### config.mk
export PLATFORM = sky130hd
export DESIGN_NAME = cache_control_directive_scan_flat
export DESIGN_NICKNAME = d
export VERILOG_FILES = /design/src/hw/rtl/ccds_pkg.sv /design/src/hw/rtl/ccds_if.sv /design/src/hw/rtl/ccds_cell.sv /design/src/hw/rtl/ccds_value.sv /design/src/hw/rtl/cache_control_directive_scan.sv /design/src/flat_wrapper.sv
export SDC_FILE = /design/constraint.sdc
export NUM_CORES = 1
export LEC_CHECK = 0
export ABC_AREA = 0
export BUFFER_PORTS_ARGS = -buffer_cell sky130_fd_sc_hd__buf_2
export CAP_MARGIN = 5
export CORE_MARGIN = 4
export CORE_UTILIZATION = 69
export CTS_BUF_LIST = sky130_fd_sc_hd__clkbuf_4 sky130_fd_sc_hd__clkbuf_8 sky130_fd_sc_hd__clkbuf_16
export CTS_CLUSTER_SIZE = 28
export DETAILED_ROUTE_END_ITERATION = 10
export GPL_ROUTABILITY_DRIVEN = 0
export GPL_TIMING_DRIVEN = 0
export PLACE_DENSITY = 0.87
export SLEW_MARGIN = 20
export SYNTH_ARGS = -nofsm -noshare
export SYNTH_HDL_FRONTEND = slang
export SYNTH_HIERARCHICAL = 1
export SYNTH_SLANG_ARGS = --single-unit
export TNS_END_PERCENT = 20
### constraint.sdc
create_clock -name clk -period 15.4 [get_ports clk]
set_clock_uncertainty 0.2 [all_clocks]
set_input_delay 1.54 -clock clk [delete_from_list [all_inputs] [get_ports clk]]
set_output_delay 1.54 -clock clk [all_outputs]
set_load 0.005 [all_outputs]
### src/hw/rtl/ccds_pkg.sv
// ----------------------------------------------------------------------------
// ccds_pkg
// Shared types, constants and character helpers for the Cache-Control
// directive scanner.
// ----------------------------------------------------------------------------
package ccds_pkg;

  localparam int WinDepth = 15;

  // window of recent folded bytes, element 0 is the oldest (most significant)
  typedef logic [0:WinDepth-1][7:0] win_t;

  localparam logic [8*15-1:0] TOK_MR = "must-revalidate";
  localparam logic [8*8-1:0]  TOK_NS = "no-store";
  localparam logic [8*8-1:0]  TOK_NC = "no-cache";
  localparam logic [8*7-1:0]  TOK_MA = "max-age";

  localparam logic [7:0] CH_EQ    = "=";
  localparam logic [7:0] CH_MINUS = "-";
  localparam logic [7:0] CH_PLUS  = "+";
  localparam logic [7:0] CH_SPACE = " ";
  localparam logic [7:0] CH_TAB   = 8'h09;
  localparam logic [7:0] CH_CR    = 8'h0d;
  localparam logic [7:0] CH_LF    = 8'h0a;
  localparam logic [7:0] CH_COMMA = ",";

  localparam logic [30:0] SAT_MAX = '1;
  localparam logic [31:0] MIN_NONE = '1;

  typedef enum logic [1:0] {
    PH_IDLE,
    PH_PRE_EQ,
    PH_POST_EQ,
    PH_NUM
  } phase_t;

  // one finished max-age value
  typedef struct packed {
    logic        fire;
    logic        nonpos;
    logic [30:0] value;
  } fin_t;

  function automatic logic [7:0] fold_case(input logic [7:0] c);
    logic [7:0] r;
    r = c;
    if (c inside {["A":"Z"]}) begin
      r = c + 8'd32;
    end
    return r;
  endfunction

  function automatic logic is_digit(input logic [7:0] c);
    return c inside {["0":"9"]};
  endfunction

  function automatic logic is_blank(input logic [7:0] c);
    return c inside {CH_SPACE, CH_TAB};
  endfunction

  function automatic logic is_delim(input logic [7:0] c);
    return c inside {CH_COMMA, CH_SPACE, CH_TAB, CH_CR, CH_LF};
  endfunction

endpackage

### src/hw/rtl/ccds_if.sv
// ----------------------------------------------------------------------------
// ccds_if
// Valid/ready channels for header bytes in and merged results out.
// ----------------------------------------------------------------------------
interface ccds_in_if;
  logic       valid;
  logic       ready;
  logic [7:0] byte_value;
  logic       has_byte;
  logic       line_end;
  logic       new_response;

  modport source (output valid, byte_value, has_byte, line_end, new_response,
                  input ready);
  modport sink (input valid, byte_value, has_byte, line_end, new_response,
                output ready);
endinterface

interface ccds_out_if;
  logic               valid;
  logic               ready;
  logic               no_disk;
  logic               revalidate;
  logic               age_seen;
  logic signed [31:0] age_min;

  modport source (output valid, no_disk, revalidate, age_seen, age_min,
                  input ready);
  modport sink (input valid, no_disk, revalidate, age_seen, age_min,
                output ready);
endinterface

### src/hw/rtl/ccds_cell.sv
// ----------------------------------------------------------------------------
// ccds_cell
// One byte of the recent-character window: folds case on entry, shifts
// toward the older neighbor and clears at line end.
// ----------------------------------------------------------------------------
module ccds_cell
  import ccds_pkg::*;
(
  input  logic       clk,
  input  logic       rst_n,
  input  logic       shift_en,
  input  logic       clr,
  input  logic [7:0] d,
  output logic [7:0] q,
  output logic [7:0] shf
);

  logic [7:0] q_r;
  logic [7:0] q_nxt;

  assign shf   = shift_en ? fold_case(d) : q_r;
  assign q_nxt = clr ? 8'd0 : shf;
  assign q     = q_r;

  always_ff @(posedge clk) begin
    if (!rst_n) begin
      q_r <= 8'd0;
    end else begin
      q_r <= q_nxt;
    end
  end

endmodule

### src/hw/rtl/ccds_value.sv
// ----------------------------------------------------------------------------
// ccds_value
// Parser for the max-age argument: blanks, '=', blanks, optional sign and a
// saturating decimal number. Reports each finished value.
// ----------------------------------------------------------------------------
module ccds_value
  import ccds_pkg::*;
(
  input  logic       clk,
  input  logic       rst_n,
  input  logic       step,
  input  logic       lend_acc,
  input  logic       ma_hit,
  input  logic [7:0] b,
  output fin_t       fin
);

  phase_t      phase_r, phase_nxt, ph_mid;
  logic        neg_r, neg_nxt, neg_mid;
  logic        dig_r, dig_nxt, dig_mid;
  logic [30:0] accum_r, accum_nxt, acc_mid;
  logic        byte_fin, end_fin;
  logic [34:0] prod;

  assign prod = ({4'd0, accum_r} << 3) + ({4'd0, accum_r} << 1) + {31'd0, b[3:0]};

  // next state
  always_comb begin
    ph_mid = phase_r;
    if (step) begin
      case (phase_r)
        PH_PRE_EQ: begin
          if (b == CH_EQ) begin
            ph_mid = PH_POST_EQ;
          end else if (!is_blank(b)) begin
            ph_mid = PH_IDLE;
          end
        end
        PH_POST_EQ: begin
          if (!is_blank(b)) begin
            if (b == CH_MINUS || b == CH_PLUS || is_digit(b)) begin
              ph_mid = PH_NUM;
            end else begin
              ph_mid = PH_IDLE;
            end
          end
        end
        PH_NUM: begin
          if (!is_digit(b)) begin
            ph_mid = PH_IDLE;
          end
        end
        default: begin
          ph_mid = phase_r;
        end
      endcase
    end
    if (ma_hit) begin
      ph_mid = PH_PRE_EQ;
    end
    phase_nxt = lend_acc ? PH_IDLE : ph_mid;
  end

  // value data and finish report
  always_comb begin
    neg_mid  = neg_r;
    dig_mid  = dig_r;
    acc_mid  = accum_r;
    byte_fin = 1'b0;
    if (step) begin
      case (phase_r)
        PH_POST_EQ: begin
          if (b == CH_MINUS) begin
            neg_mid = 1'b1;
          end else if (is_digit(b)) begin
            dig_mid = 1'b1;
            acc_mid = {27'd0, b[3:0]};
          end
        end
        PH_NUM: begin
          if (is_digit(b)) begin
            dig_mid = 1'b1;
            acc_mid = (prod > {4'd0, SAT_MAX}) ? SAT_MAX : prod[30:0];
          end else begin
            byte_fin = dig_r;
            neg_mid  = 1'b0;
            dig_mid  = 1'b0;
            acc_mid  = '0;
          end
        end
        default: begin
          neg_mid = neg_r;
        end
      endcase
    end
    if (ma_hit) begin
      neg_mid = 1'b0;
      dig_mid = 1'b0;
      acc_mid = '0;
    end
    end_fin    = lend_acc && (ph_mid == PH_NUM) && dig_mid;
    fin.fire   = byte_fin | end_fin;
    fin.nonpos = byte_fin ? (neg_r | (accum_r == '0)) : (neg_mid | (acc_mid == '0));
    fin.value  = byte_fin ? accum_r : acc_mid;
    neg_nxt    = lend_acc ? 1'b0 : neg_mid;
    dig_nxt    = lend_acc ? 1'b0 : dig_mid;
    accum_nxt  = lend_acc ? '0 : acc_mid;
  end

  always_ff @(posedge clk) begin
    if (!rst_n) begin
      phase_r <= PH_IDLE;
      neg_r   <= 1'b0;
      dig_r   <= 1'b0;
      accum_r <= '0;
    end else begin
      phase_r <= phase_nxt;
      neg_r   <= neg_nxt;
      dig_r   <= dig_nxt;
      accum_r <= accum_nxt;
    end
  end

endmodule

### src/hw/rtl/cache_control_directive_scan.sv
// ----------------------------------------------------------------------------
// cache_control_directive_scan
// Scans Cache-Control header bytes for caching directives and merges the
// per-line findings into a per-response result.
// ----------------------------------------------------------------------------
// One header byte is taken per cycle and each item finishes in the cycle it
// is accepted: a 15-cell shift chain holds the recent case-folded bytes and
// is compared against the directive names in parallel, while the max-age
// number is accumulated alongside. An item carrying line_end produces one
// result, held in the output register until taken; input stalls only while
// that result waits and a new item cannot be passed through. The result is
// registered and appears in the cycle after its line-end item is accepted.
module cache_control_directive_scan
  import ccds_pkg::*;
(
  input  logic        clk,
  input  logic        rst_n,
  ccds_in_if.sink     in_ch,
  ccds_out_if.source  out_ch
);

  win_t        win_q, win_shf;
  logic        acc, step, lend_acc, ma_hit, delim_hit;
  logic        mr_hit, forbid_hit;
  fin_t        fin;
  logic [1:0]  line_flags_r, line_flags_nxt, lf_mid;
  logic [31:0] line_min_r, line_min_nxt, lm_mid;
  logic [2:0]  merged_flags_r, merged_flags_nxt, mf;
  logic [31:0] merged_min_r, merged_min_nxt, mm;
  logic        out_valid_r, out_valid_nxt;

  assign in_ch.ready = !out_valid_r || out_ch.ready;
  assign acc         = in_ch.valid && in_ch.ready;
  assign step        = acc && in_ch.has_byte;
  assign lend_acc    = acc && in_ch.line_end;

  for (genvar k = 0; k < WinDepth; k++) begin : g_cell
    logic [7:0] d_in;
    if (k == WinDepth - 1) begin : g_head
      assign d_in = in_ch.byte_value;
    end else begin : g_body
      assign d_in = win_q[k+1];
    end
    ccds_cell u_cell (
      .clk      (clk),
      .rst_n    (rst_n),
      .shift_en (step),
      .clr      (lend_acc),
      .d        (d_in),
      .q        (win_q[k]),
      .shf      (win_shf[k])
    );
  end

  assign ma_hit    = step && (win_shf[8:14] == TOK_MA);
  assign delim_hit = step && is_delim(in_ch.byte_value);

  // a delimiter checks the window before it; line end checks it after
  assign mr_hit = (delim_hit && (win_q == TOK_MR)) || (lend_acc && (win_shf == TOK_MR));
  assign forbid_hit =
      (delim_hit && ((win_q[7:14] == TOK_NS) || (win_q[7:14] == TOK_NC))) ||
      (lend_acc && ((win_shf[7:14] == TOK_NS) || (win_shf[7:14] == TOK_NC)));

  ccds_value u_value (
    .clk      (clk),
    .rst_n    (rst_n),
    .step     (step),
    .lend_acc (lend_acc),
    .ma_hit   (ma_hit),
    .b        (in_ch.byte_value),
    .fin      (fin)
  );

  always_comb begin
    lf_mid = line_flags_r | {mr_hit, forbid_hit | (fin.fire & fin.nonpos)};
    lm_mid = line_min_r;
    if (fin.fire && !fin.nonpos && ({1'b0, fin.value} < line_min_r)) begin
      lm_mid = {1'b0, fin.value};
    end

    mf = in_ch.new_response ? 3'd0 : merged_flags_r;
    mm = in_ch.new_response ? MIN_NONE : merged_min_r;
    mf[1:0] = mf[1:0] | lf_mid;
    if (lm_mid != MIN_NONE) begin
      if (!mf[2] || (lm_mid < mm)) begin
        mm    = lm_mid;
        mf[2] = 1'b1;
      end
    end

    line_flags_nxt   = lend_acc ? 2'd0 : lf_mid;
    line_min_nxt     = lend_acc ? MIN_NONE : lm_mid;
    merged_flags_nxt = lend_acc ? mf : merged_flags_r;
    merged_min_nxt   = lend_acc ? mm : merged_min_r;
    out_valid_nxt    = lend_acc || (out_valid_r && !out_ch.ready);
  end

  always_ff @(posedge clk) begin
    if (!rst_n) begin
      line_flags_r   <= 2'd0;
      line_min_r     <= MIN_NONE;
      merged_flags_r <= 3'd0;
      merged_min_r   <= MIN_NONE;
      out_valid_r    <= 1'b0;
    end else begin
      line_flags_r   <= line_flags_nxt;
      line_min_r     <= line_min_nxt;
      merged_flags_r <= merged_flags_nxt;
      merged_min_r   <= merged_min_nxt;
      out_valid_r    <= out_valid_nxt;
    end
  end

  // merged state only changes on a line end, so it doubles as the result
  assign out_ch.valid      = out_valid_r;
  assign out_ch.no_disk    = merged_flags_r[0];
  assign out_ch.revalidate = merged_flags_r[1];
  assign out_ch.age_seen   = merged_flags_r[2];
  assign out_ch.age_min    = $signed(merged_min_r);

`ifndef SYNTHESIS
  a_min_matches_flag: assert property (@(posedge clk) disable iff (!rst_n)
    out_valid_r |-> (merged_flags_r[2] == (merged_min_r != MIN_NONE)))
    else $error("merged minimum disagrees with positive max-age flag");

  a_min_positive: assert property (@(posedge clk) disable iff (!rst_n)
    merged_flags_r[2] |-> (!merged_min_r[31] && (merged_min_r != 32'd0)))
    else $error("merged minimum is not a positive value");

  a_result_follows_line_end: assert property (@(posedge clk) disable iff (!rst_n)
    lend_acc |=> out_valid_r)
    else $error("line end accepted without a result");

  a_line_cleared: assert property (@(posedge clk) disable iff (!rst_n)
    lend_acc |=> ((line_flags_r == 2'd0) && (line_min_r == MIN_NONE) && (win_q == '0)))
    else $error("line state not cleared after line end");
`endif

endmodule
### src/flat_wrapper.sv
// flat-port wrapper written by rule: the top's interface ports become plain ports
module cache_control_directive_scan_flat import ccds_pkg::*;
  (clk, rst_n, in_ch_valid, in_ch_byte_value, in_ch_has_byte, in_ch_line_end, in_ch_new_response, in_ch_ready, out_ch_valid, out_ch_no_disk, out_ch_revalidate, out_ch_age_seen, out_ch_age_min, out_ch_ready);
  ccds_in_if in_ch_i ();
  ccds_out_if out_ch_i ();
  input  logic clk;
  input  logic rst_n;
  input wire logic [$bits(in_ch_i.valid)-1:0] in_ch_valid;
  input wire logic [$bits(in_ch_i.byte_value)-1:0] in_ch_byte_value;
  input wire logic [$bits(in_ch_i.has_byte)-1:0] in_ch_has_byte;
  input wire logic [$bits(in_ch_i.line_end)-1:0] in_ch_line_end;
  input wire logic [$bits(in_ch_i.new_response)-1:0] in_ch_new_response;
  output wire logic [$bits(in_ch_i.ready)-1:0] in_ch_ready;
  output wire logic [$bits(out_ch_i.valid)-1:0] out_ch_valid;
  output wire logic [$bits(out_ch_i.no_disk)-1:0] out_ch_no_disk;
  output wire logic [$bits(out_ch_i.revalidate)-1:0] out_ch_revalidate;
  output wire logic [$bits(out_ch_i.age_seen)-1:0] out_ch_age_seen;
  output wire logic [$bits(out_ch_i.age_min)-1:0] out_ch_age_min;
  input wire logic [$bits(out_ch_i.ready)-1:0] out_ch_ready;
  assign in_ch_i.valid = in_ch_valid;
  assign in_ch_i.byte_value = in_ch_byte_value;
  assign in_ch_i.has_byte = in_ch_has_byte;
  assign in_ch_i.line_end = in_ch_line_end;
  assign in_ch_i.new_response = in_ch_new_response;
  assign in_ch_ready = in_ch_i.ready;
  assign out_ch_valid = out_ch_i.valid;
  assign out_ch_no_disk = out_ch_i.no_disk;
  assign out_ch_revalidate = out_ch_i.revalidate;
  assign out_ch_age_seen = out_ch_i.age_seen;
  assign out_ch_age_min = out_ch_i.age_min;
  assign out_ch_i.ready = out_ch_ready;
  cache_control_directive_scan u_core (.clk(clk), .rst_n(rst_n), .in_ch(in_ch_i), .out_ch(out_ch_i));
endmodule
==> impl_metrics.sql, run 1 <==
INSERT INTO impl_metrics (metric_group, metric, value, unit) VALUES
('clock_tree', 'cts_setup_buffers', '0', ''),
('worst_setup_path', 'worstSetupPathType', 'primary input to register', ''),
('detailed_routing', 'avgViaCountPerCell', '6.88', ''),
('detailed_routing', 'detail_route.first_pass.iterations', '7', ''),
('yosys', 'synth.ff_latch_count', '225', ''),
('hold_path', 'hold_path_startpoint', 'u_core/merged_flags_r[1]', ''),
('sta', 'holdWs', '0.345', 'ns'),
('die', 'area_of_the_core', '0.0236', 'sq mm'),
('yosys', 'yosysTopAreaCellShare', '27.0', '%'),
('global_route', 'groute.usage.overall', '35.4', '%'),
('detailed_routing', 'overall_via_count_from_detail_route', '16200', ''),
('sta', 'timing.final.setup_violations', '0', ''),
('yosys', 'synthDominantAreaCellType', 'sky130_fd_sc_hd__dfxtp_1', ''),
('clock_tree', 'cts-buffers-inserted', '25', ''),
('clock_tree', 'clkSinkCount', '225', ''),
('sta', 'post_route_minimum_period', '9.95', 'ns'),
('flow_run', 'drv_cap', '0', ''),
('final_layout', 'layout.core_utilization', '76.9', '%'),
('clock_tree', 'ctsRootBufferMaster', 'sky130_fd_sc_hd__clkbuf_16', ''),
('sta', 'slew_viol_final', '0', ''),
('final_layout', 'final_nets', '2170', ''),
('placed_design', 'number_of_input_and_output_port_buffers_inserted', '50', ''),
('detailed_routing', 'route.antenna.remaining_nets', '0', ''),
('yosys', 'synth.area.top_cells', 'sky130_fd_sc_hd__dfxtp_1 27%, sky130_fd_sc_hd__ha_1 10%, sky130_fd_sc_hd__mux2_2 6.2%', ''),
('global_route', 'grt_pass1_vias', '15800', ''),
('final_layout', 'postLayoutCellArea', '0.0182', 'sq mm'),
('clock_tree', 'post_cts_resize_count', '0', ''),
('hold_path', 'min_to', 'u_core/merged_flags_r[1]', ''),
('die', 'floorplan.rows', '56', ''),
('global_route', 'grt_pass1_wl', '78.8', 'mm'),
('yosys', 'synthesis.yosys.warnings', '6', ''),
('yosys', 'post_synth_num_cell_types', '87', ''),
('worst_setup_path', 'r2r-end', 'u_core/out_ch.age_min[29]', ''),
('clock_tree', 'tritoncts', 'yes', ''),
('yosys', 'netlist_instances', '1939', ''),
('sta', 'worst_slew_margin_rel', '32.1', '%'),
('final_layout', 'filler_cell_count', '1626', ''),
('placed_design', 'hpwl', '35.7', 'mm'),
('worst_setup_path', 'crit_slowest_cell', 'sky130_fd_sc_hd__and3_1', ''),
('yosys', 'synth_common_cells', '225 x sky130_fd_sc_hd__dfxtp_1, 189 x sky130_fd_sc_hd__nand2_1, 137 x sky130_fd_sc_hd__ha_1', ''),
('power_and_ir_drop', 'irDropWorstVdd', '0.0000917', 'V'),
('detailed_routing', 'drc', '0', ''),
('yosys', 'synth-edff-count', '0', ''),
('global_route', 'grt_remaining_overflow', '0', ''),
('power_and_ir_drop', 'cellPowerDensity', '70.8', 'mW/mm^2'),
('global_route', 'grt_start_max_net_pins', '43', ''),
('worst_setup_path', 'ff2ff_path_depth', '31', ''),
('die', 'io_pins', '52', ''),
('worst_setup_path', 'worst-endpoint-arrival', '10.20', 'ns'),
('detailed_routing', 'drt-wirelength-per-cell', '20.7', 'um'),
('worst_setup_path', 'critical_path.max_stage_delay', '0.84', 'ns'),
('worst_setup_path', 'critical_path_peak_fanout', '21', ''),
('global_route', 'antenna_found_initial', '1', ''),
('power_and_ir_drop', 'cellLeakagePower', '7.76', 'nW'),
('die', 'dieHeight', '163', 'um'),
('power_and_ir_drop', 'total_power', '1.29', 'mW'),
('yosys', 'synthesized_cell_area', '0.0167', 'sq mm'),
('yosys', 'post_syn_nets', '2093', ''),
('hold_path', 'holdPathStages', '2', ''),
('final_layout', 'layout-drive-gt1-share', '16.8', '%'),
('detailed_routing', 'first_iter_violations', '2045', ''),
('hold_path', 'hold_class', 'register to register', ''),
('die', 'starting_density_of_the_core', '70.6', '%'),
('die', 'die-area', '0.0267', 'sq mm'),
('sta', 'total_neg_setup_slack', '0', 'ns'),
('sta', 'timing_worst_slew_pin_value', '1.02', 'ns'),
('yosys', 'synthFlopType', 'sky130_fd_sc_hd__dfxtp_1', ''),
('sta', 'hold_viol', '0', ''),
('clock_tree', 'cts-htree-levels', '1', ''),
('worst_setup_path', 'worst_ep_required_time', '15.66', 'ns'),
('run_status', 'run_status', 'completed', '');
routing by layer:
metal / global-route usage (%) / vias up / wire (um)
li1: - / 7470 / -
met1: 44.9 / 7621 / 19500
met2: 59.1 / 884 / 22700
met3: 4.64 / 229 / 3770
met4: 18.1 / 0 / 2660
met5: 0 / - / 0
state kept, by name, indices dropped and copies added (netlist names):
register and count:
u_core/line_min_r 32, u_core/u_value/dig_r 1, u_core/out_ch.age_min 32, u_core/u_value/neg_r 1, u_core/merged_flags_r 3, u_core/u_value/phase_r 2
u_core/out_ch.valid 1, u_core/line_flags_r 2, u_core/g_cell.u_cell/q 120, u_core/u_value/accum_r 31
placed cells by master, fill, tap and decap left out, drive strengths merged, types with 14 or more instances in the layout:
| cell | instances |
|---|---|
| dfxtp | 225 |
| nand2 | 189 |
| ha | 137 |
| nor2 | 133 |
| a21oi | 120 |
| mux2 | 120 |
| buf | 100 |
| and2 | 89 |
| o21ai | 79 |
| clkbuf | 59 |
| nand2b | 58 |
| nor4 | 57 |
| nor2b | 54 |
| inv | 51 |
| nand4 | 46 |
| nand3 | 43 |
| nor3b | 36 |
| nor4bb | 33 |
| a311oi | 31 |
| o22ai | 30 |
| a211oi | 26 |
| a21o | 19 |
| xnor2 | 19 |
| mux2i | 19 |
| nor3 | 18 |
| o21a | 17 |
| or4 | 17 |
| o31a | 16 |
| o311a | 16 |
| o221ai | 16 |
| nand4b | 16 |
| o31ai | 14 |
report_power, final:
part / internal, mW / total (mW) / switching [mW] / leakage (nW)
Combinational: 0.0250 / 0.0722 / 0.0472 / 5.52
Sequential: 0.585 / 0.590 / 0.00441 / 1.82
Clock: 0.366 / 0.625 / 0.259 / 0.424
per-stage QoR:
step | worst slack [ns] | cells
after floorplan | 7.19 | 1939
after global placement | 5.63 | 2308
after detailed placement | 5.44 | 2308
after CTS | 5.83 | 2354
after global routing | 4.95 | 2354
final | 5.45 | 2354
worst max path at each step:
stage / startpoint / end / slack, ns / depth (start not counted)
6_report: out_ch_ready / u_core/out_ch.age_min[29] / 5.45 / 32
5_1_grt: out_ch_ready / u_core/out_ch.age_min[20] / 4.95 / 32
4_1_cts: out_ch_ready / u_core/out_ch.age_min[20] / 5.83 / 32
3_5_place_dp: in_ch_byte_value[3] / u_core/out_ch.age_min[26] / 5.44 / 31
3_3_place_gp: out_ch_ready / u_core/out_ch.age_min[30] / 5.63 / 32
2_1_floorplan: in_ch_byte_value[3] / u_core/out_ch.age_min[10] / 7.19 / 32
worst max-delay path, delay by kind of cell:
family,cells,cell delay [ns]
AOI/OAI and AO/OA,8,1.65
adders and majority gates,2,0.72
buffers and inverters,5,1.41
muxes,2,0.71
and+or+nand+nor,15,4.13
cell families after synthesis:
logic type	share of synthesized area, %
compound gates	18.7
xor+xnor	1.58
fa+ha+maj	10.5
buf+inv	3.53
flops	27.0
mux	9.96
simple gates	28.7
area by class of cell:
type                    instances  area [sq um]  share of cell area (%)
multi-input cells            1585         11600                    63.7
flip-flops and latches        225          4500                    24.8
clock buffers                  30           676                    3.72
plain buffers                  79           400                    2.20
well taps                     319           399                    2.20
repair buffers                 50           250                    1.38
inverters                      50           188                    1.03
clock inverters                16           178                   0.978
No activity file was read; power rests on OpenSTA's default activity.
==> inputs of run 2 (changes only) <==
--- a/config.mk
+++ b/config.mk
@@ -9,13 +9,13 @@
 export BUFFER_PORTS_ARGS = -buffer_cell sky130_fd_sc_hd__buf_2
 export CAP_MARGIN = 5
 export CORE_MARGIN = 4
-export CORE_UTILIZATION = 69
+export CORE_UTILIZATION = 64
 export CTS_BUF_LIST = sky130_fd_sc_hd__clkbuf_4 sky130_fd_sc_hd__clkbuf_8 sky130_fd_sc_hd__clkbuf_16
 export CTS_CLUSTER_SIZE = 28
 export DETAILED_ROUTE_END_ITERATION = 10
 export GPL_ROUTABILITY_DRIVEN = 0
 export GPL_TIMING_DRIVEN = 0
-export PLACE_DENSITY = 0.87
+export PLACE_DENSITY = 0.82
 export SLEW_MARGIN = 20
 export SYNTH_ARGS = -nofsm -noshare
 export SYNTH_HDL_FRONTEND = slang
==> constraint.sdc (replaced) <==
create_clock -name clk -period 10.43 [get_ports clk]
set_clock_uncertainty 0.2 [all_clocks]
set_input_delay 1.043 -clock clk [delete_from_list [all_inputs] [get_ports clk]]
set_output_delay 1.043 -clock clk [all_outputs]
set_load 0.005 [all_outputs]
==> run 2 against run 1 <==
- sequential power increased by 48%
- sequential cell count unchanged
- register-to-register slack got worse by 4.8 ns
- hold slack improved by 0.0082 ns
- routed wire length decreased by 1.7%
- power increased by 52%
- combinational power increased by 45%
- utilization decreased by 5.1 points
- non-clock buffer count unchanged
- sequential share of layout area decreased by 0.12 points
- largest cell class unchanged
==> impl_metrics.sql, run 2 (same netlist as run 1, synthesis figures left out) <==
INSERT INTO impl_metrics (metric_group, metric, value, unit) VALUES
('power_and_ir_drop', 'cellPowerDensity', '107', 'mW/mm^2'),
('worst_setup_path', 'crit_slowest_cell', 'sky130_fd_sc_hd__and3_1', ''),
('final_layout', 'final_nets', '2171', ''),
('global_route', 'grt_start_max_net_pins', '43', ''),
('flow_run', 'drv_cap', '0', ''),
('final_layout', 'layout-drive-gt1-share', '16.8', '%'),
('placed_design', 'hpwl', '36.1', 'mm'),
('clock_tree', 'cts.clk_slew.worst_paths', '0.06', 'ns'),
('clock_tree', 'cts_setup_buffers', '0', ''),
('global_route', 'groute.usage.overall', '32.4', '%'),
('worst_setup_path', 'critPathLaunch', 'out_ch_ready', ''),
('worst_setup_path', 'r2r-end', 'u_core/out_ch.age_min[29]', ''),
('clock_tree', 'ctsRootBufferMaster', 'sky130_fd_sc_hd__clkbuf_16', ''),
('clock_tree', 'cts-buffers-inserted', '26', ''),
('die', 'floorplan.rows', '58', ''),
('final_layout', 'largest_register_ffs', '120', ''),
('clock_tree', 'clk_path_buf_depth', '3', ''),
('detailed_routing', 'detail_route.first_pass.iterations', '6', ''),
('worst_setup_path', 'setup.worst_path.end', 'u_core/out_ch.age_min[29]', ''),
('worst_setup_path', 'ff2ff_path_depth', '31', ''),
('detailed_routing', 'overall_via_count_from_detail_route', '15800', ''),
('worst_setup_path', 'worst-r2r-setup-slack', '1.43', 'ns'),
('final_layout', 'layout_commonest_cell', 'sky130_fd_sc_hd__dfxtp_1', ''),
('clock_tree', 'tritoncts', 'yes', ''),
('sta', 'post_route_minimum_period', '9.28', 'ns'),
('die', 'dieHeight', '169', 'um'),
('die', 'io_pins', '52', ''),
('global_route', 'grt_remaining_overflow', '0', ''),
('sta', 'holdWs', '0.353', 'ns'),
('sta', 'setup_slack', '1.15', 'ns'),
('detailed_routing', 'avgViaCountPerCell', '6.69', ''),
('final_layout', 'postLayoutCellArea', '0.0183', 'sq mm'),
('final_layout', 'mostFrequentLayoutCells', '225 x sky130_fd_sc_hd__dfxtp_1, 189 x sky130_fd_sc_hd__nand2_1, 137 x sky130_fd_sc_hd__ha_1', ''),
('worst_setup_path', 'worst_ep_required_time', '10.68', 'ns'),
('final_layout', 'n_antenna_cell', '0', ''),
('sta', 'fmaxAchievable', '108', 'MHz'),
('placed_design', 'number_of_input_and_output_port_buffers_inserted', '50', ''),
('detailed_routing', 'drt-wirelength-per-cell', '20.2', 'um'),
('power_and_ir_drop', 'irDropWorstVdd', '0.000151', 'V'),
('run_status', 'run_status', 'completed', ''),
('worst_setup_path', 'worst-endpoint-arrival', '9.53', 'ns'),
('clock_tree', 'clk-insertion-delay-late', '0.55', 'ns'),
('detailed_routing', 'first_iter_violations', '1651', ''),
('worst_setup_path', 'timing.critical_path.buf_inv', '5', ''),
('sta', 'slew_viol_final', '0', ''),
('sta', 'worst_slew_margin_rel', '28.7', '%'),
('die', 'die_width', '169', 'um'),
('global_route', 'grt_pass1_vias', '15500', ''),
('global_route', 'grt_pass1_wl', '78.4', 'mm'),
('clock_tree', 'cts-htree-levels', '1', ''),
('detailed_routing', 'drc', '0', ''),
('placed_design', 'detailedPlace.worstSlack', '0.880', 'ns'),
('worst_setup_path', 'critical_path_peak_fanout', '21', ''),
('worst_setup_path', 'worstSetupEndpointType', 'register', ''),
('worst_setup_path', 'critical_path.max_stage_delay', '0.88', 'ns'),
('final_layout', 'synthToLayoutAreaGrowth', '9.56', '%'),
('sta', 'grt_setup_unrepaired', 'false', ''),
('sta', 'final_min_period_over_clock_period', '89.0', '%'),
('placed_design', 'dpl-instance-area', '0.0173', 'sq mm'),
('worst_setup_path', 'cp_top_family', 'simple AND/OR/NAND/NOR gates', ''),
('clock_tree', 'clkSinkCount', '225', ''),
('detailed_routing', 'detail_route.wirelength', '47.8', 'mm'),
('sta', 'hold_viol', '0', ''),
('clock_tree', 'post_cts_resize_count', '0', ''),
('worst_setup_path', 'worstSetupPathType', 'primary input to register', ''),
('die', 'die-area', '0.0287', 'sq mm'),
('power_and_ir_drop', 'total_power', '1.96', 'mW'),
('hold_path', 'hold_class', 'register to register', ''),
('sta', 'timing_worst_slew_pin_value', '1.07', 'ns'),
('worst_setup_path', 'cp.depth', '32', ''),
('sta', 'total_neg_setup_slack', '0', 'ns'),
('die', 'starting_density_of_the_core', '65.6', '%'),
('power_and_ir_drop', 'cellLeakagePower', '7.79', 'nW'),
('worst_setup_path', 'worstSetupStartpointType', 'primary input', ''),
('worst_setup_path', 'reg_to_reg_startpoint', 'u_core/out_ch.valid', ''),
('die', 'area_of_the_core', '0.0254', 'sq mm'),
('sta', 'timing.final.setup_violations', '0', ''),
('detailed_routing', 'route.antenna.remaining_nets', '0', ''),
('clock_tree', 'cts-hold-fix-buffers', '0', ''),
('global_route', 'antenna_found_initial', '0', '');
==> run 2: cell types whose count changed in the layout (fill, tap and decap cells not counted) <==
| cell | before | now |
|---|---|---|
| sky130_fd_sc_hd__bufinv_16 | 3 | 4 |
| sky130_fd_sc_hd__clkbuf_16 | 25 | 26 |
| sky130_fd_sc_hd__clkbuf_8 | 2 | 5 |
| sky130_fd_sc_hd__clkinv_2 | 9 | 4 |
| sky130_fd_sc_hd__clkinv_8 | 0 | 1 |
| sky130_fd_sc_hd__inv_16 | 1 | 0 |
| sky130_fd_sc_hd__inv_6 | 0 | 1 |
==> run 2: worst reg2reg max path: cells and delay by family (launching register included) <==
family	cells	cell delay, ns
AOI/OAI and AO/OA	8	1.60
DFF	1	0.31
buffers and inverters	4	1.27
muxes	2	0.72
adders and majority gates	2	0.68
and+or+nand+nor	15	4.13
==> run 2: where the power goes <==
part / switching, mW / internal [mW]
Combinational: 0.0683 / 0.0369
Sequential: 0.00655 / 0.864
Clock: 0.379 / 0.601
Total: 0.454 / 1.50
==> run 2: final cells by class <==
cell class	instances	area (sq um)
buffer	79	400
clock buffer	34	742
clock inverter	13	188
fill	1973	7150
inverter	50	188
multi-input combinational	1585	11600
sequential	225	4500
tap	330	413
timing repair buffer	50	250
==> run 2: per-layer routing <==
layer,routed length (um),share of wire (%),global-route usage [%],vias to the layer above
met5,0,0,0,-
met4,1760,3.7,11.9,0
met3,3310,6.9,3.82,158
met2,23000,48,56.2,691
met1,19700,41,41.4,7517
li1,-,-,-,7471
==> run 2: worst min path at each step <==
stage / endpoint / cells past startpoint / startpoint
3_3_place_gp: u_core/merged_flags_r[0] / 2 / u_core/merged_flags_r[0]
4_1_cts: u_core/merged_flags_r[0] / 2 / u_core/merged_flags_r[0]
3_5_place_dp: u_core/merged_flags_r[0] / 2 / u_core/merged_flags_r[0]
5_1_grt: u_core/g_cell[0].u_cell/q[5] / 2 / u_core/g_cell[0].u_cell/q[5]
6_report: u_core/merged_flags_r[0] / 2 / u_core/merged_flags_r[0]
2_1_floorplan: u_core/line_min_r[31] / 2 / u_core/line_min_r[31]
==> run 2: through the flow <==
| step | util, % | std cells |
|---|---|---|
| floorplan | - | 1939 |
| global placement | 68.2 | 2319 |
| detailed placement | 68.2 | 2319 |
| CTS | 71.9 | 2366 |
| global route | 71.9 | 2366 |
| finish | 71.9 | 2366 |
